--- config.mk ---
export PLATFORM = sky130hd
export DESIGN_NAME = bbl_merge
export DESIGN_NICKNAME = d
export VERILOG_FILES = /design/src/sv/bbl_pkg.sv /design/src/sv/bbl_merge.sv
export SDC_FILE = /design/constraint.sdc
export NUM_CORES = 1
export LEC_CHECK = 0
export ABC_AREA = 1
export BUFFER_PORTS_ARGS = -buffer_cell sky130_fd_sc_hd__clkbuf_2
export CAP_MARGIN = 20
export CORE_AREA = 2 2 50 52
export CTS_BUF_LIST = sky130_fd_sc_hd__clkbuf_8
export DETAILED_ROUTE_END_ITERATION = 10
export DIE_AREA = 0 0 52 54
export HOLD_SLACK_MARGIN = 0.06
export PLACE_DENSITY = 0.73
export SETUP_SLACK_MARGIN = 0.02
export SLEW_MARGIN = 20
export SYNTH_ARGS = -nofsm -noshare
export SYNTH_HDL_FRONTEND = slang
export SYNTH_SLANG_ARGS = --single-unit
--- constraint.sdc ---
create_clock -name clk -period 2 [get_ports clk]
set_input_delay 0.2 -clock clk [delete_from_list [all_inputs] [get_ports clk]]
set_output_delay 0.2 -clock clk [all_outputs]
set_load 0.01 [all_outputs]
--- src/sv/bbl_pkg.sv ---
`timescale 1ns / 1ps

package bbl_pkg;

  // Default line buffer depth (widest frame)
  localparam int MAX_WIDTH_DFLT = 2048;

  // Field and register widths
  localparam int FW_W   = 12;
  localparam int FH_W   = 13;
  localparam int ROW_W  = 13;
  localparam int CFG_AW = 2;
  localparam int CFG_DW = 13;

  // Register reset values and the height clamp
  localparam int RESET_WIDTH  = 640;
  localparam int RESET_HEIGHT = 480;
  localparam int HEIGHT_LIMIT = 4096;

  // Averaging arithmetic: numerator is 2*sum+count, divisor 2*count
  localparam int SUM_W       = 12;
  localparam int NUM_W       = 13;
  localparam int CNT_W       = 4;
  localparam int RECIP_W     = 24;
  localparam int RECIP_SHIFT = 24;
  localparam int PROD_W      = NUM_W + RECIP_W;

  // Register indexes on the config port
  typedef enum logic [CFG_AW-1:0] {
    REG_FRAME_WIDTH  = 2'd0,
    REG_FRAME_HEIGHT = 2'd1
  } cfg_reg_t;

  typedef struct packed {
    logic       func;
    logic [7:0] red_in;
    logic [7:0] green_in;
    logic [7:0] blue_in;
  } in_t;

  typedef struct packed {
    logic [7:0] red_out;
    logic [7:0] green_out;
    logic [7:0] blue_out;
    logic       frame_last;
  } out_t;

  typedef struct packed {
    logic [7:0] red;
    logic [7:0] green;
    logic [7:0] blue;
  } pix_t;

  // Where the output pixel sits against the frame border
  typedef struct packed {
    logic top;
    logic bottom;
    logic left;
    logic right;
    logic last;
  } pos_t;

  // Neighbors inside the frame, bit r*3+c for window row r, column c
  function automatic logic [8:0] win_mask(pos_t p);
    logic [8:0] m;
    m = '1;
    for (int r = 0; r < 3; r++) begin
      for (int c = 0; c < 3; c++) begin
        if ((r == 0 && p.top) || (r == 2 && p.bottom) ||
            (c == 0 && p.left) || (c == 2 && p.right)) begin
          m[r*3+c] = 1'b0;
        end
      end
    end
    return m;
  endfunction

  // Count of neighbors inside the frame: 1, 2, 3, 4, 6 or 9
  function automatic logic [CNT_W-1:0] win_count(pos_t p);
    logic [1:0] rows;
    logic [1:0] cols;
    rows = 2'd3 - {1'b0, p.top} - {1'b0, p.bottom};
    cols = 2'd3 - {1'b0, p.left} - {1'b0, p.right};
    return CNT_W'(rows) * CNT_W'(cols);
  endfunction

  // ceil(2^24 / (2*count)); exact floor for numerators below 2^13
  function automatic logic [RECIP_W-1:0] recip(logic [CNT_W-1:0] cnt);
    logic [RECIP_W-1:0] m;
    case (cnt)
      4'd1:    m = 24'd8388608;
      4'd2:    m = 24'd4194304;
      4'd3:    m = 24'd2796203;
      4'd4:    m = 24'd2097152;
      4'd6:    m = 24'd1398102;
      4'd9:    m = 24'd932068;
      default: m = '0;
    endcase
    return m;
  endfunction

endpackage

--- src/sv/bbl_merge.sv ---
`timescale 1ns / 1ps

module bbl_merge (
  input  logic          clk,
  input  logic          rst_n,
  input  logic          d_valid,
  output logic          d_ready,
  input  bbl_pkg::pix_t d_pix,
  input  logic          d_last,
  output logic          out_valid,
  input  logic          out_stall,
  output bbl_pkg::out_t out_data
);

  import bbl_pkg::*;

  logic out_valid_r;
  out_t out_data_r;
  logic load;

  // Output register frees up when empty or taken this cycle
  assign d_ready = !out_valid_r || !out_stall;
  assign load    = d_valid && d_ready;

  always_ff @(posedge clk) begin
    if (!rst_n) begin
      out_valid_r <= 1'b0;
    end else if (d_ready) begin
      out_valid_r <= d_valid;
    end
  end

  // Gather the three channel lanes and the end-of-frame flag
  always_ff @(posedge clk) begin
    if (load) begin
      out_data_r.red_out    <= d_pix.red;
      out_data_r.green_out  <= d_pix.green;
      out_data_r.blue_out   <= d_pix.blue;
      out_data_r.frame_last <= d_last;
    end
  end

  assign out_valid = out_valid_r;
  assign out_data  = out_data_r;

endmodule

; ---- Yosys cells after proc, flatten, opt, wreduce, memory -nomap -nowiden
; Cells that the tools add are included.
; Widths: inputs -> output; s select.
[totals]
register_bits = 26
latchBits = 0
ramBits = 0
rom_bits = 0
memories = 0
[op_classes]
n_addsub = 0
multipliers = 0
n_div = 0
order_cmp = 0
n_eq_ne = 0
shift = 0
n_mux = 0
n_bitwise = 0
n_reduce_logical = 4
[ops]
columns = cell, n
row1 = $logic_not 1->1, 2
row2 = $logic_and 1x1->1, 1
row3 = $logic_or 1x1->1, 1

; ---- Logic depth before layout (Yosys ltp)
; Gate-level depths: netlist (run 1).
[depth]
ltp_word = 3
ltp_mapped = 2
ltp_nobuf = 2

; ---- Least setup slack after synthesis (run 1)
; No wires, ideal clock.
[synth_path]
path_kind = reg2reg
startpoint = register out_valid_r (netlist: out_valid)
endpoint = register out_data_r, in the netlist out_data[0], enable pin
setup_time_ns = 0.415
arrival_ns = 1.608
required_time_ns = 1.585
path_slack_ns = -0.023
path_stages_with_launch = 2
period_less_slack_ns = 2.023
path_cell_list = dfxtp_1 a21oi_1
[synth_between]
elab_chain_cells = 3
[synth_lines]
columns = element, line
row1 = "start, declared", bbl_merge.sv:17  ; logic out_valid_r;
row2 = "start signal, assigned", bbl_merge.sv:29  ; out_valid_r <= d_valid;
row3 = $logic_not 1->1, bbl_merge.sv:22  ; assign d_ready = !out_valid_r || !out_stall;
row4 = $logic_or 1x1->1, bbl_merge.sv:22
row5 = $logic_and 1x1->1, bbl_merge.sv:23  ; assign load = d_valid && d_ready;
row6 = named net load, bbl_merge.sv:19  ; logic load;
row7 = "end, declared", bbl_merge.sv:18  ; out_t out_data_r;
; The timed path passes the listed nets, and every way through them passes these cells.
; A chain may end at the register's enable or synchronous reset.

; ---- Final worst setup path (run 1)
[layout_path]
startpoint = register out_valid_r (netlist: out_valid)
endpoint = register out_data_r, in the netlist out_data[24], enable pin
; The elaborated chain is that of the path after synthesis.

==> results of run 1 <==
-- cell families (layout without fill, tap and decap cells) --
kind of cell	after synthesis	count (layout)	synth area share
buffers and inverters	2	62	0.00941
and+or+nand+nor	1	1	0.00784
AOI/OAI and AO/OA	2	2	0.0172
DFF	26	26	0.966
-- power groups by stage --
| stage | clock network, W | registers (W) | logic, W |
|---|---|---|---|
| 2_1_floorplan | 0 | 0.000673 | 0.0000135 |
| 3_3_place_gp | 0 | 0.000654 | 0.0000897 |
| 3_5_place_dp | 0 | 0.000655 | 0.0000910 |
| 4_1_cts | 0.000324 | 0.000642 | 0.0000911 |
| 5_1_grt | 0.000341 | 0.000646 | 0.0000987 |
| 6_report | 0.000311 | 0.000642 | 0.0000895 |
-- registers in the layout, indices dropped and copies added (netlist names) --
register and cells:
out_data 25, out_valid 1
-- routing by layer --
metal	share of wire	GRT usage	up-vias
met2	0.45	0.152	36
met4	0.015	0.0921	0
met3	0.15	0.0306	2
met1	0.39	0.0870	214
met5	0	0	-
li1	-	-	238
-- layout make-up --
cell class	instances	area (um^2)	share of cell area
Clock buffer	4	55.1	0.0468
Multi-Input combinational cell	3	23.8	0.0202
Sequential cell	26	771	0.655
Tap cell	30	37.5	0.0319
Inverter	2	7.51	0.00638
Timing Repair Buffer	56	283	0.240
-- cell usage in the layout, fill, tap and decap left out --
cell / n
buf_4: 1
nand2_2: 1
inv_1: 2
clkbuf_8: 4
clkbuf_2: 55
edfxtp_1: 25
dfxtp_1: 1
a21oi_2: 2
-- how the worst max path moves through the flow --
stage,to,start,slack (ps)
3_3_place_gp,out_data[11],out_stall,930
3_5_place_dp,out_data[16],out_valid,910
6_report,out_data[24],out_valid,910
5_1_grt,out_data[24],out_valid,820
4_1_cts,out_data[16],out_valid,900
2_1_floorplan,out_data[0],out_valid,470
-- metrics by stage --
step | std cells | worst slack [ps] | hold WS, ps | cell area (um^2) | utilization
after floorplan | 31 | 467 | 299 | 802 | -
after global placement | 117 | 931 | 378 | 1120 | 0.484
after CTS | 121 | 900 | 107 | 1180 | 0.508
final | 121 | 910 | 114 | 1180 | 0.508
after detailed placement | 117 | 914 | 379 | 1120 | 0.484
after global routing | 121 | 822 | 101 | 1180 | 0.508
-- critical path: stages (launching register included) --
cell and delay (ps):
dfxtp_1 340, a21oi_2 120, buf_4 300
==> flow_metrics.tcl, run 1 <==
set metrics [dict create \
    cts_tree "done" \
    switching_share 0.184 \
    hold_path.class "input pin to flip-flop" \
    synth.most_common_cell "edfxtp_1" \
    synthToLayoutAreaGrowth_pct 47.5 \
    p_seq_frac 0.616 \
    setup-violations-final 0 \
    die_h_um 54 \
    drive_gt1_frac 0.692 \
    crit-reg2reg-launch "out_valid" \
    worstSetupPathType "flip-flop to flip-flop" \
    synthesis.instances 31 \
    r2r_cells 2 \
    synth_seq_cells 26 \
    vias_per_cell 4.05 \
    yosysTopAreaCellShare 0.940 \
    antenna_left 0 \
    ir_drop_v 0.000407 \
    gp_congestion 0.623 \
    drc 0 \
    skew_ps 4.43 \
    start_util 0.344 \
    ios 56 \
    grt_pass1_vias 421 \
    fmax_mhz 917 \
    clk_pin_slew_ps 80 \
    ys_seq_area_frac 0.966 \
    power_frac_comb 0.086 \
    yosys.area.top_type "edfxtp_1" \
    reg2reg_slack_ps 910 \
    min_to "out_data[1]" \
    clk_path_buf_depth 2 \
    nFillCells 192 \
    power_switching_w 0.000192 \
    grt_max_degree 26 \
    die_area_mm2 0.00281 \
    insertion_delay_ps 260 \
    intPower_w 0.000851 \
    drt_wl_total_mm 1.27 \
    period_minus_slack_ps 1090 \
    synth_flop_cell "edfxtp_1" \
    first_iter_violations 6 \
    grt-ovfl-total 0 \
    worst_ep_arrival_time_ps 1030 \
    worst_setup_path_end_kind "flip-flop" \
    outcome "completed" \
    diodes 0 \
    h-tree-depth 1 \
    synth_area_um2 798 \
    ys_top_cells_by_area "edfxtp_1 94%, dfxtp_1 2.5%, a21oi_2 1.1%" \
    start_kind "flip-flop" \
    max-cap-violations 0 \
    pwr_density_cell_mw_per_mm2 886 \
    timing.final.crit_share 0.545 \
    avgRoutedWirePerCell_um 10.5 \
    synth_nets 60 \
    core_mm2 0.00232 \
    cts.sinks 26 \
    cp_max_fo 25 \
    vias 490 \
    yosys_warnings 0 \
    slew_viol_final 0 \
    grt_use_total 0.0915 \
    synth_edf_count 25 \
    io_buffer_count 55 \
    slew-limit-headroom 0.805 \
    antenna_found_initial 0 \
    yosysUniqueCellTypes 6 \
    synthArstFlopShare 0 \
    r2r-end "out_data[24]" \
    hold_buffers 0 \
    cts_setup_buffers 0 \
    drt_first_pass_iters 3 \
    hold_depth 1 \
    grt_setup_unrepaired "no" \
    synth_top_cells_by_count "25 x edfxtp_1, 2 x inv_1" \
    cts_root_buf "clkbuf_8" \
    cts_buffers 3 \
    required_ps 1940 \
    rows 18 \
    worstMarginPinSlew_ps 292 \
    ctsResizeCount 0 \
    fin_nets 121 \
    final.setup.tns_ps 0 \
    leakage_nw 0.528 \
    total_power_w 0.00104 \
    die_w_um 52 \
    grt_pass1_wl_mm 1.73 \
    finalHoldViolCount 0 \
    hp-start "d_pix[0]" \
    syn_area_per_cell_um2 25.8 \
    pwr-share-clk 0.299 \
]
Power figures use the tool's default switching activity.
==> run 2, diff against run 1 <==
CORE_AREA = 2 2 48 50   (was 2 2 50 52)
DIE_AREA = 0 0 50 52   (was 0 0 52 54)
PLACE_DENSITY = 0.76   (was 0.73)
clock period = 1.1 ns   (was 2 ns; I/O delays follow)
==> run 2 against run 1 <==
  * First-iteration DRC count shrank 33%
  * Final cell count rose by 21%
  * Total power up 86%
  * Combinational power increased to 2.9 times the previous value
  * Sequential share of layout area fell by 12 points
  * Cell area increased by 23%
  * Largest power group unchanged
==> flow_metrics.tcl, run 2 (synthesized netlist as in run 1, its figures left out) <==
set metrics [dict create \
    outcome "completed" \
    hold_path.class "input pin to flip-flop" \
    pwr_density_cell_mw_per_mm2 1330 \
    drt_first_pass_iters 4 \
    die_h_um 52 \
    die_w_um 50 \
    grt_use_total 0.157 \
    max-cap-violations 0 \
    pre_cts_slack_ps 105 \
    h-tree-depth 1 \
    required_ps 1070 \
    cts_tree "done" \
    cts_setup_buffers 0 \
    antenna_found_initial 0 \
    ctsResizeCount 0 \
    core_mm2 0.00211 \
    worst_setup_path_end_kind "flip-flop" \
    leakage_nw 0.642 \
    worstSetupPathType "flip-flop to flip-flop" \
    final_common_cell "clkbuf_2" \
    clk_path_buf_depth 2 \
    grt_max_degree 20 \
    finalHoldViolCount 0 \
    gp_congestion 0.708 \
    synthToLayoutAreaGrowth_pct 82.1 \
    drc 0 \
    cts_root_buf "clkbuf_8" \
    worstMarginPinSlew_ps 153 \
    met1_usage 0.181 \
    antenna_left 0 \
    hpwl_mm 1.07 \
    nFillCells 134 \
    cts.sinks 26 \
    use_met2 0.250 \
    grt_setup_unrepaired "no" \
    grt_pass1_vias 669 \
    timing.final.ws_setup_ps 95.3 \
    ios 56 \
    vias_per_cell 4.27 \
    insertion_delay_ps 260 \
    grt_use_met3 0.0632 \
    die_area_mm2 0.00260 \
    ir_drop_v 0.00113 \
    grt_pass1_wl_mm 2.91 \
    setup-violations-final 0 \
    dpl.cell_count 116 \
    timing.final.crit_share 0.913 \
    vias 623 \
    fin_nets 148 \
    mostFrequentLayoutCells "55 x clkbuf_2, 26 x dlygate4sd3_1, 25 x edfxtp_1, 3 x clkbuf_8, 2 x inv_1" \
    skew_ps 5.38 \
    rows 17 \
    fmax_mhz 995 \
    drt_wl_total_mm 1.90 \
    avgRoutedWirePerCell_um 13.0 \
    hold_buffers 26 \
    stdcell_area_mm2 0.00145 \
    cts_buffers 3 \
    first_iter_violations 4 \
    start_kind "flip-flop" \
    period_minus_slack_ps 1000 \
    largest_reg_flops 25 \
    busiest_layer "met2" \
    whs_ps 163 \
    grt-ovfl-total 0 \
    total_power_w 0.00194 \
    dpl_cell_area_mm2 0.00115 \
    cp_max_fo 19 \
    drive_gt1_frac 0.542 \
    worst_ep_arrival_time_ps 980 \
    start_util 0.379 \
    slew_viol_final 0 \
    slew-limit-headroom 0.898 \
    clk_pin_slew_ps 80 \
    diodes 0 \
    stdcell_count 146 \
    io_buffer_count 55 \
]
[run 2: stage by stage]
stage               setup TNS, ps  utilization
finish                          0        0.690
detailed placement              0        0.545
global placement                0        0.545
CTS                             0        0.690
global route                    0        0.690
floorplan                   -3040            -
[run 2: critical path, stage by stage, from the launching register on]
cell and delay, ps:
dfxtp_2 350, a21oi_4 190, buf_12 180
[run 2: path summary, 6_finish.rpt]
path	from	endpoint	slack, ps	depth (start not counted)
worst min-delay path	out_stall	out_valid	160	3
worst max-delay path	out_valid	out_data[21]	100	2
worst min register to register	out_valid	out_valid	530	2
worst max register to register	out_valid	out_data[21]	100	2
[run 2: area by class of cell]
| cell class | count | area [um^2] | share of cell area |
|---|---|---|---|
| flip-flops and latches | 26 | 772 | 0.531 |
| clock buffers | 3 | 41.3 | 0.0284 |
| well taps | 28 | 35.0 | 0.0241 |
| multi-input cells | 3 | 31.3 | 0.0215 |
| repair buffers | 83 | 563 | 0.387 |
| inverters | 2 | 7.51 | 0.00516 |
| clock inverters | 1 | 3.75 | 0.00258 |
[run 2: where the power goes]
group	switching [W]	internal, W
Clock	0.000262	0.000249
Combinational	0.000112	0.000147
Sequential	0.0000167	0.00115
Total	0.000391	0.00155
[run 2: metal layers]
| metal | vias to the layer above | routed length (um) |
|---|---|---|
| met5 | - | 0 |
| met4 | 0 | 12 |
| met3 | 2 | 210 |
| met2 | 42 | 885 |
| met1 | 287 | 786 |
| li1 | 292 | - |
