<file path="config.mk">
export PLATFORM = sky130hd
export DESIGN_NAME = bbl_lane
export DESIGN_NICKNAME = d
export VERILOG_FILES = /design/src/sv/bbl_pkg.sv /design/src/sv/bbl_lane.sv
export SDC_FILE = /design/constraint.sdc
export NUM_CORES = 1
export LEC_CHECK = 0
export ABC_AREA = 1
export CAP_MARGIN = 10
export CELL_PAD_IN_SITES_DETAIL_PLACEMENT = 0
export CELL_PAD_IN_SITES_GLOBAL_PLACEMENT = 1
export CORE_UTILIZATION = 44
export DETAILED_ROUTE_END_ITERATION = 8
export DONT_BUFFER_PORTS = 1
export HOLD_SLACK_MARGIN = 0.06
export PLACE_DENSITY = 0.79
export SLEW_MARGIN = 10
export SYNTH_ARGS = -nofsm -noshare
export SYNTH_HDL_FRONTEND = slang
export SYNTH_SLANG_ARGS = --single-unit
</file>
<file path="constraint.sdc">
create_clock -name clk -period 8.4 [get_ports clk]
set_input_delay 0 -clock clk [delete_from_list [all_inputs] [get_ports clk]]
set_output_delay 0 -clock clk [all_outputs]
set_load 0.005 [all_outputs]
</file>
<file path="src/sv/bbl_pkg.sv">
`timescale 1ns / 1ps

package bbl_pkg;

  // Default line buffer depth (widest frame)
  localparam int MAX_WIDTH_DFLT = 2048;

  // Field and register widths
  localparam int FW_W   = 12;
  localparam int FH_W   = 13;
  localparam int ROW_W  = 13;
  localparam int CFG_AW = 2;
  localparam int CFG_DW = 13;

  // Register reset values and the height clamp
  localparam int RESET_WIDTH  = 640;
  localparam int RESET_HEIGHT = 480;
  localparam int HEIGHT_LIMIT = 4096;

  // Averaging arithmetic: numerator is 2*sum+count, divisor 2*count
  localparam int SUM_W       = 12;
  localparam int NUM_W       = 13;
  localparam int CNT_W       = 4;
  localparam int RECIP_W     = 24;
  localparam int RECIP_SHIFT = 24;
  localparam int PROD_W      = NUM_W + RECIP_W;

  // Register indexes on the config port
  typedef enum logic [CFG_AW-1:0] {
    REG_FRAME_WIDTH  = 2'd0,
    REG_FRAME_HEIGHT = 2'd1
  } cfg_reg_t;

  typedef struct packed {
    logic       func;
    logic [7:0] red_in;
    logic [7:0] green_in;
    logic [7:0] blue_in;
  } in_t;

  typedef struct packed {
    logic [7:0] red_out;
    logic [7:0] green_out;
    logic [7:0] blue_out;
    logic       frame_last;
  } out_t;

  typedef struct packed {
    logic [7:0] red;
    logic [7:0] green;
    logic [7:0] blue;
  } pix_t;

  // Where the output pixel sits against the frame border
  typedef struct packed {
    logic top;
    logic bottom;
    logic left;
    logic right;
    logic last;
  } pos_t;

  // Neighbors inside the frame, bit r*3+c for window row r, column c
  function automatic logic [8:0] win_mask(pos_t p);
    logic [8:0] m;
    m = '1;
    for (int r = 0; r < 3; r++) begin
      for (int c = 0; c < 3; c++) begin
        if ((r == 0 && p.top) || (r == 2 && p.bottom) ||
            (c == 0 && p.left) || (c == 2 && p.right)) begin
          m[r*3+c] = 1'b0;
        end
      end
    end
    return m;
  endfunction

  // Count of neighbors inside the frame: 1, 2, 3, 4, 6 or 9
  function automatic logic [CNT_W-1:0] win_count(pos_t p);
    logic [1:0] rows;
    logic [1:0] cols;
    rows = 2'd3 - {1'b0, p.top} - {1'b0, p.bottom};
    cols = 2'd3 - {1'b0, p.left} - {1'b0, p.right};
    return CNT_W'(rows) * CNT_W'(cols);
  endfunction

  // ceil(2^24 / (2*count)); exact floor for numerators below 2^13
  function automatic logic [RECIP_W-1:0] recip(logic [CNT_W-1:0] cnt);
    logic [RECIP_W-1:0] m;
    case (cnt)
      4'd1:    m = 24'd8388608;
      4'd2:    m = 24'd4194304;
      4'd3:    m = 24'd2796203;
      4'd4:    m = 24'd2097152;
      4'd6:    m = 24'd1398102;
      4'd9:    m = 24'd932068;
      default: m = '0;
    endcase
    return m;
  endfunction

endpackage

</file>
<file path="src/sv/bbl_lane.sv">
`timescale 1ns / 1ps

module bbl_lane (
  input  logic                     clk,
  input  logic                     ld,
  input  logic [8:0][7:0]          vals,
  input  logic [8:0]               mask,
  input  logic [bbl_pkg::CNT_W-1:0] cnt,
  output logic [7:0]               q
);

  import bbl_pkg::*;

  logic [SUM_W-1:0]  sum;
  logic [NUM_W-1:0]  num_nxt;
  logic [NUM_W-1:0]  num_r;
  logic [CNT_W-1:0]  cnt_r;
  logic [PROD_W-1:0] prod;

  // Masked sum over the window, then the rounding numerator 2*sum+count
  always_comb begin
    sum = '0;
    for (int i = 0; i < 9; i++) begin
      if (mask[i]) begin
        sum = sum + SUM_W'(vals[i]);
      end
    end
    num_nxt = {sum, 1'b0} + NUM_W'(cnt);
  end

  always_ff @(posedge clk) begin
    if (ld) begin
      num_r <= num_nxt;
      cnt_r <= cnt;
    end
  end

  // Divide by 2*count through its reciprocal
  assign prod = PROD_W'(num_r) * PROD_W'(recip(cnt_r));
  assign q    = prod[RECIP_SHIFT+7:RECIP_SHIFT];

endmodule

</file>
# After elaboration in Yosys (flattened, before gate mapping)

Cells that the tools add are included.

Logic and storage cells: 28
Bits of input ports: 87
Output and inout bits: 8
Register bits after elaboration: 17

Eq/ne operators: 6
Multiply operators: 1
Multiplexer cells: 10
Add/sub/neg operators: 9

Operators with widths:

| operator                                                              | count |
|---|---|
| 24-bit case mux with 6 select lines                                   | 1 |
| 12-bit by 8-bit adder with 12-bit output                              | 8 |
| 12-bit two-way mux                                                    | 8 |
| 13-bit by 24-bit multiplier with 32-bit output                        | 1 |
| 13-bit by 4-bit adder with 13-bit output                              | 1 |
| 4-bit by 2-bit equality test with 1-bit output, second input constant | 2 |
| 4-bit by 3-bit equality test with 1-bit output, second input constant | 2 |
| 8-bit two-way mux                                                     | 1 |
| 4-bit by 1-bit equality test with 1-bit output, second input constant | 1 |
| 4-bit equality test, second input constant                            | 1 |

# Logic depth before layout (Yosys ltp)

Gate-level depths: netlist of the first run.

Depth after elaboration: 18
Mapped depth: 66

# Worst setup path before layout of the first run

OpenSTA, ideal clock, no wires.

Path type: input to register
From: in mask[0]
To: reg num_r[12] (data pin)
Stages on the path: 50
Buffers on the path: 1
Path slack: 444 ps
Arrival time: 7703 ps
Cells stage by stage: buf_6 nand2_1 inv_1 ha_1 inv_1 fa_1 o21ai_0 fa_1 inv_1 o21ai_1 inv_1 fa_1 o21ai_1 inv_1 fa_1 or2_1 a22o_1 ha_1 [14 not listed] nor2_1 o21ai_0 and2_1 ha_1 inv_1 o21ai_0 inv_1 nor2_1 nor2_1 o21bai_1 a21oi_1 nor2_1 nand2_4 nor2_4 nand2_1 xor2_1 nand2_1 nand2_1

Word-level cells in the longest chain between the ends: 18

RTL lines:

| what                                         | line           | text |
|---|---|---|
| from (decl)                                  | bbl_lane.sv:7  | `input logic [8:0] mask,` |
| 8-bit two-way mux (*)                        | bbl_lane.sv:24 | `if (mask[i]) begin` |
| 12-bit by 8-bit adder with 12-bit output     | bbl_lane.sv:25 | `sum = sum + SUM_W'(vals[i]);` |
| 12-bit two-way mux (*)                       | bbl_lane.sv:24 |  |
| 12-bit by 8-bit adder with 12-bit output     | bbl_lane.sv:25 |  |
| 12-bit two-way mux (*)                       | bbl_lane.sv:24 |  |
| 12-bit by 8-bit adder with 12-bit output     | bbl_lane.sv:25 |  |
| 12-bit two-way mux (*)                       | bbl_lane.sv:24 |  |
| 12-bit by 8-bit adder with 12-bit output     | bbl_lane.sv:25 |  |
| [3 not listed]                               | --             |  |
| 12-bit by 8-bit adder with 12-bit output     | bbl_lane.sv:25 |  |
| 12-bit two-way mux (*)                       | bbl_lane.sv:24 |  |
| 12-bit by 8-bit adder with 12-bit output     | bbl_lane.sv:25 |  |
| 12-bit two-way mux (*)                       | bbl_lane.sv:24 |  |
| 12-bit by 8-bit adder with 12-bit output     | bbl_lane.sv:25 |  |
| 12-bit two-way mux (*)                       | bbl_lane.sv:24 |  |
| 13-bit by 4-bit adder with 13-bit output (*) | bbl_lane.sv:28 | `num_nxt = {sum, 1'b0} + NUM_W'(cnt);` |
| via num_nxt[12]                              | bbl_lane.sv:15 | `logic [NUM_W-1:0] num_nxt;` |
| to (signal assigned)                         | bbl_lane.sv:33 | `num_r <= num_nxt;` |
| to (decl)                                    | bbl_lane.sv:16 | `logic [NUM_W-1:0] num_r;` |

The timed path passes the listed nets; every way through them passes the cells marked *.
A chain may end at the register's enable or synchronous reset.

# Final worst setup path of the first run

From: in mask[0]
To: reg num_r[11] (data pin)

Same word-level chain as after synthesis.

==> key figures, run 1 <==
Worst setup path
  – Most frequent CP cell: nand2_1
  – Crit. path cell count: 53
  – Worst path top cell family by delay: adder cells
  – Max incr delay on CP: approximately 0.53 ns
  – CP max FO: 10
  – Crit path DAT: 7.75 ns
  – Critical-path top delay cell: fa_2
  – Buf/Inv on CP: 10
  – Worst EP required: 8.40 ns
  – Endpoint type of the worst setup path: flip-flop
  – Startpoint Class: primary input
  – Setup Crit Path Kind: in -> reg

STA
  – Fmax achieved: approximately 130 MHz
  – Crit share post-route: approximately 92%
  – Max-slew violations: 0
  – Shortest period the worst path allows: just under 8 ns
  – Worst-Margin Slew: about 0.84 ns
  – Setup violators final: 0
  – Post-route setup TNS: 0 ns
  – Fin. Hold Viols: 0
  – Worst slew margin: between 40% and 50%
  – RSZ-0062 raised after global routing: no

Clock network
  – Sink Count: 16
  – Root Buffer Master: clkbuf_16
  – CTS Buf Count: 3
  – Reg clk slew, reported paths: ~0.050 ns
  – CTS max path bufs: 2
  – # H-tree levels: 1
  – CTS tree: done

Place
  – GP Congestion: about 0.9
  – HPWL Detailed: 23.9 mm
  – IO buf count: 0

Power
  – Lkg Pwr: roughly 6.4 nW
  – Max IR drop VDD: approximately 150 uV
  – Power Dens Cells: 212 nW/um^2

Min path
  – WHS Path Cells: 3
  – Hold Path Class: in -> reg
  – Hold_sp: mask[8]
  – Hold Path End: num_r[1]$_DFFE_PP_

Routing
  – Routed WL: between 20 and 30 mm
  – Antenna Violating Nets Remaining: 0
  – Via density: a little under 5
  – Initial detailed-routing violation count: 440
  – DRC: 0
  – Routed WL per cell: ~14 um
  – Vias: around 9,000
  – Pre-antenna DRT Iters: 5

Cells and area
  – Nets: approximately 1,900
  – Share of layout cells above drive strength 1: under 10%
  – Most frequent cells in the layout: 368 x inv_1, 291 x nand2_1, 177 x fa_1
  – Multi-input logic area: 9250 um^2
  – Util after Layout: between 40% and 50%
  – FILL cells: 2,465
  – Storage element area: roughly 480 um^2
  – # diodes: 0
  – Area grow syn2layout: 9.21%
  – Commonest non-fill, non-tap cell in the layout: inv_1

Floorplanning
  – Site Rows: between 50 and 60
  – Die width: roughly 160 um
  – Ports: 95
  – Initial core utilization: between 40% and 50%
  – CORE AREA: approximately 24,000 um^2
  – Die Area: about 25,000 um^2
  – Die H: between 150 and 200 um

Global routing
  – First-pass GRT wire length: 43.9 mm
  – Pin count of the biggest net entering global routing: 17
  – Grt total ovfl: 0
  – Total GRT Usage: about a fifth
  – Vias in the first global route: 9,358
  – Initial antenna violation count: 0

Status
  – Outcome: finished clean

Logic synthesis
  – Total of warnings raised by yosys: 0
  – Post-Synthesis Cells: approximately 1,500
  – Post-synthesis async set-or-reset flop share: 0%
  – Yosys reg bits: 16
  – Post-synth top flop: edfxtp_1
  – Syn Std Cell Area: ~11,000 um^2
  – Number of synthesized flops with an enable pin: 16
  – Mapped Avg Cell Area: ~7.3 um^2
  – Post-synth cell types: between 40 and 50
  – Seq/Total Area, Yosys: ~4.4%

Flow run
  – Maxcap violations: 0
[routing by layer]
metal,GRT usage [%],wire [um],vias to the layer above
met1,28.1,11900,4227
li1,-,-,4612
met5,0,0,-
met4,2.71,245,0
met3,2.03,1250,19
met2,38.2,12900,180
[tightest hold or removal path, delay by kind of cell]
| family | cells | cell delay (ns) |
|---|---|---|
| and+or+nand+nor | 2 | 0.15 |
| adders and majority gates | 1 | 0.15 |
[state kept, by name (all words and copies together) (netlist names)]
signal / cells
cnt_r: 3
num_r: 13
[how the worst max path moves through the flow]
stage                        from             endpoint  slack [ns]
after floorplan           mask[0]  num_r[12]$_DFFE_PP_        0.44
after global placement    mask[0]  num_r[12]$_DFFE_PP_        0.04
after detailed placement  mask[0]  num_r[12]$_DFFE_PP_       -0.07
after CTS                 mask[0]  num_r[12]$_DFFE_PP_        0.15
after global routing      mask[0]  num_r[11]$_DFFE_PP_       0.005
final                     mask[0]  num_r[11]$_DFFE_PP_        0.64
[cells in the mapped netlist, drive strengths merged, types with 2 or more instances]
| cell | instances | area (um^2) |
|---|---|---|
| a211oi | 8 | 60.1 |
| a21o | 6 | 45.0 |
| a21oi | 61 | 305 |
| a31oi | 10 | 62.6 |
| and2 | 9 | 56.3 |
| buf | 6 | 31.3 |
| clkbuf | 8 | 30.0 |
| conb | 2 | 7.51 |
| edfxtp | 16 | 480 |
| fa | 179 | 3580 |
| ha | 125 | 1560 |
| inv | 374 | 1400 |
| nand2 | 314 | 1280 |
| nand3 | 92 | 485 |
| nand3b | 6 | 48.8 |
| nand4 | 19 | 119 |
| nor2 | 127 | 489 |
| nor3 | 5 | 25.0 |
| o211ai | 2 | 15.0 |
| o21a | 2 | 15.0 |
| o21ai | 50 | 262 |
| o21bai | 2 | 15.0 |
| or2 | 15 | 93.8 |
| xnor2 | 18 | 158 |
| xor2 | 26 | 235 |
[power by group]
group | total [mW] | internal, mW | switching, mW
clock network | 0.0867 | 0.0620 | 0.0246
registers | 0.168 | 0.130 | 0.0373
logic | 2.28 | 0.942 | 1.34
total | 2.53 | 1.13 | 1.40
[cells by family after synthesis]
kind of cell    count (synthesis)  share of synthesized area (%)
simple gates                  589                           23.9
buf+inv                       389                           13.5
fa+ha+maj                     304                           47.1
compound gates                145                           7.42
xor+xnor                       44                           3.60
flops                          16                           4.40
other cells                     2                         0.0688
[timing repair]
item,in CTS,in global routing
resized for setup,0,59
buffers inserted,0,3
endpoints found under the setup margin,0,7
hold buffers,5,0
endpoints found under the hold margin,22,0
[cell type report]
type | instances | share of cell area, %
clock buffers | 3 | 0.629
flip-flops and latches | 16 | 4.03
inverters | 375 | 11.8
repair buffers | 40 | 2.62
well taps | 324 | 3.40
multi-input cells | 1086 | 77.5
[per-stage QoR]
stage | instance area [um^2] | cells | hold slack [ns] | setup slack (ns) | total power, mW
global placement | 11500 | 1833 | 0.0989 | 0.0385 | 2.34
detailed placement | 11500 | 1833 | 0.0989 | -0.0728 | 2.37
global route | 11900 | 1844 | 0.181 | 0.00514 | 2.89
CTS | 11600 | 1841 | 0.159 | 0.149 | 2.47
finish | 11900 | 1844 | 0.164 | 0.642 | 2.53
floorplan | 10900 | 1491 | 0.0989 | 0.444 | 1.85
No activity file was read; power rests on OpenSTA's default activity.
==> run 2: changes to the inputs <==
CORE_ASPECT_RATIO = 0.5   (was unset)
==> run 2 against run 1 <==
Combinational power up 4%. Fmax down 0.81%. Sequential cell count unchanged.
==> key figures, run 2 (synthesized netlist as in run 1, its figures left out) <==
Cells and area
  – Most flop-heavy register: num_r
  – FILL cells: 2,421
  – Most frequent cells in the layout: 367 x inv_1, 285 x nand2_1, 175 x fa_1
  – Area grow syn2layout: 11.0%
  – # diodes: 0
  – Design area: about 12,000 um^2
  – Share of layout cells above drive strength 1: a little over a tenth
  – Largest register FFs: 13
  – Nets: ~1,900
  – Commonest non-fill, non-tap cell in the layout: inv_1
  – Top flop regs: num_r x13, cnt_r x3

Global routing
  – First-pass GRT wire length: approximately 46 mm
  – Vias in the first global route: between 9,000 and 10,000
  – Pin count of the biggest net entering global routing: 17
  – Grt total ovfl: 0
  – Initial antenna violation count: 0
  – Total GRT Usage: 22.5%

Power
  – Max IR drop VDD: between 80 and 90 uV
  – Logic gate share of total power: between 90% and 100%
  – NetSw: between 1 and 1.5 mW
  – Power Dens Cells: approximately 220 nW/um^2
  – Clock power frac: under 10%
  – Internal power: ~1.2 mW
  – Seq pwr share: a little over 6%
  – Switching Share: 55.0%
  – Lkg Pwr: between 6 and 7 nW

Routing
  – Via density: ~4.9
  – Vias: just over 9,000
  – Initial detailed-routing violation count: about 370
  – Antenna Violating Nets Remaining: 0
  – Routed WL: approximately 27 mm
  – Pre-antenna DRT Iters: 4
  – Routed WL per cell: 14.8 um
  – DRC: 0

Status
  – Outcome: finished clean

Min path
  – Hold Path Class: in -> reg

Clock network
  – Root Buffer Master: clkbuf_16
  – Sink Count: 16
  – Reg clk slew, reported paths: ~0.050 ns
  – CTS Buf Count: 3
  – CTS tree: done
  – # H-tree levels: 1
  – CTS max path bufs: 2

STA
  – Shortest period the worst path allows: between 7 and 8 ns
  – Worst-Margin Slew: roughly 0.87 ns
  – Fmax achieved: 128 MHz
  – Setup violators final: 0
  – Worst slew margin: 41.5%
  – Fin. Hold Viols: 0
  – Hold Slack: approximately 0.097 ns
  – Crit share post-route: 93.1%
  – Max-slew violations: 0

Floorplanning
  – Die H: 113 um
  – Site Rows: 40
  – Initial core utilization: a little under half
  – Die width: 225 um
  – Die Area: around 25,000 um^2
  – CORE AREA: about 24,000 um^2
  – Ports: between 90 and 100

Worst setup path
  – CP max FO: 10
  – Most frequent CP cell: nand2_1
  – Startpoint Class: primary input
  – Max incr delay on CP: around 0.47 ns
  – Critical-path top delay cell: fa_1
  – Setup Crit Path Kind: in -> reg
  – Crit path DAT: about 7.8 ns
  – Worst EP required: between 8 and 9 ns
  – Endpoint type of the worst setup path: flip-flop

Place
  – HPWL Detailed: 24.9 mm
  – Placed cell areas: about 11,000 um^2
  – IO buf count: 0
  – GP Congestion: roughly 0.91

Flow run
  – Maxcap violations: 0
-- run 2: path summary, 6_finish.rpt --
path / from / end / depth (start not counted)
worst min-delay path: mask[8] / num_r[1]$_DFFE_PP_ / 3
worst max-delay path: mask[0] / num_r[11]$_DFFE_PP_ / 55
-- run 2: through the flow --
stage | setup TNS, ns | worst slack (ns) | total power [mW] | instances | utilization, %
6_report | 0 | 0.579 | 2.63 | 1855 | 50.2
3_5_place_dp | -0.512 | -0.191 | 2.35 | 1837 | 47.4
2_1_floorplan | 0 | 0.444 | 1.85 | 1491 | -
5_1_grt | -0.0855 | -0.0749 | 3.00 | 1855 | 50.2
3_3_place_gp | 0 | 0.0121 | 2.30 | 1837 | 47.4
4_1_cts | 0 | 0.0595 | 2.46 | 1846 | 48.0
-- run 2: layer usage --
metal / track usage (%) / vias to the layer above / routed length, um
met4: 4.81 / 0 / 520
li1: - / 4616 / -
met5: 0 / - / 0
met1: 27.2 / 4309 / 11700
met3: 3.12 / 27 / 1300
met2: 42.7 / 167 / 13900
-- run 2: critical path: cells and delay by family --
| family | cells | cell delay, ns |
|---|---|---|
| AO/OA/AOI/OAI | 8 | 1.05 |
| AND/OR/NAND/NOR | 28 | 3.12 |
| XOR/XNOR | 2 | 0.29 |
| adder cells (fa/ha/maj) | 9 | 2.70 |
| buffers and inverters | 8 | 0.66 |
-- run 2: final cells by class --
class                   count  area, um^2  area share, %
repair buffers             38         302           2.49
inverters                 375        1410           11.6
clock buffers               3        75.1          0.619
flip-flops and latches     16         480           3.96
multi-input cells        1086        9440           77.8
well taps                 336         420           3.47
clock inverters             1        3.75         0.0310
-- run 2: what timing repair did --
action	4_1_cts	5_1_grt
endpoints found under the setup margin	0	7
hold buffers	5	0
buffers inserted	0	9
endpoints found under the hold margin	22	0
resized for setup	0	94
-- run 2: power by group through the flow --
stage	sequential [mW]	combinational, mW	clock (mW)
after floorplan	0.149	1.70	0
after global placement	0.160	2.14	0
after detailed placement	0.161	2.19	0
after CTS	0.159	2.21	0.0919
after global routing	0.165	2.74	0.0957
final	0.160	2.38	0.0901
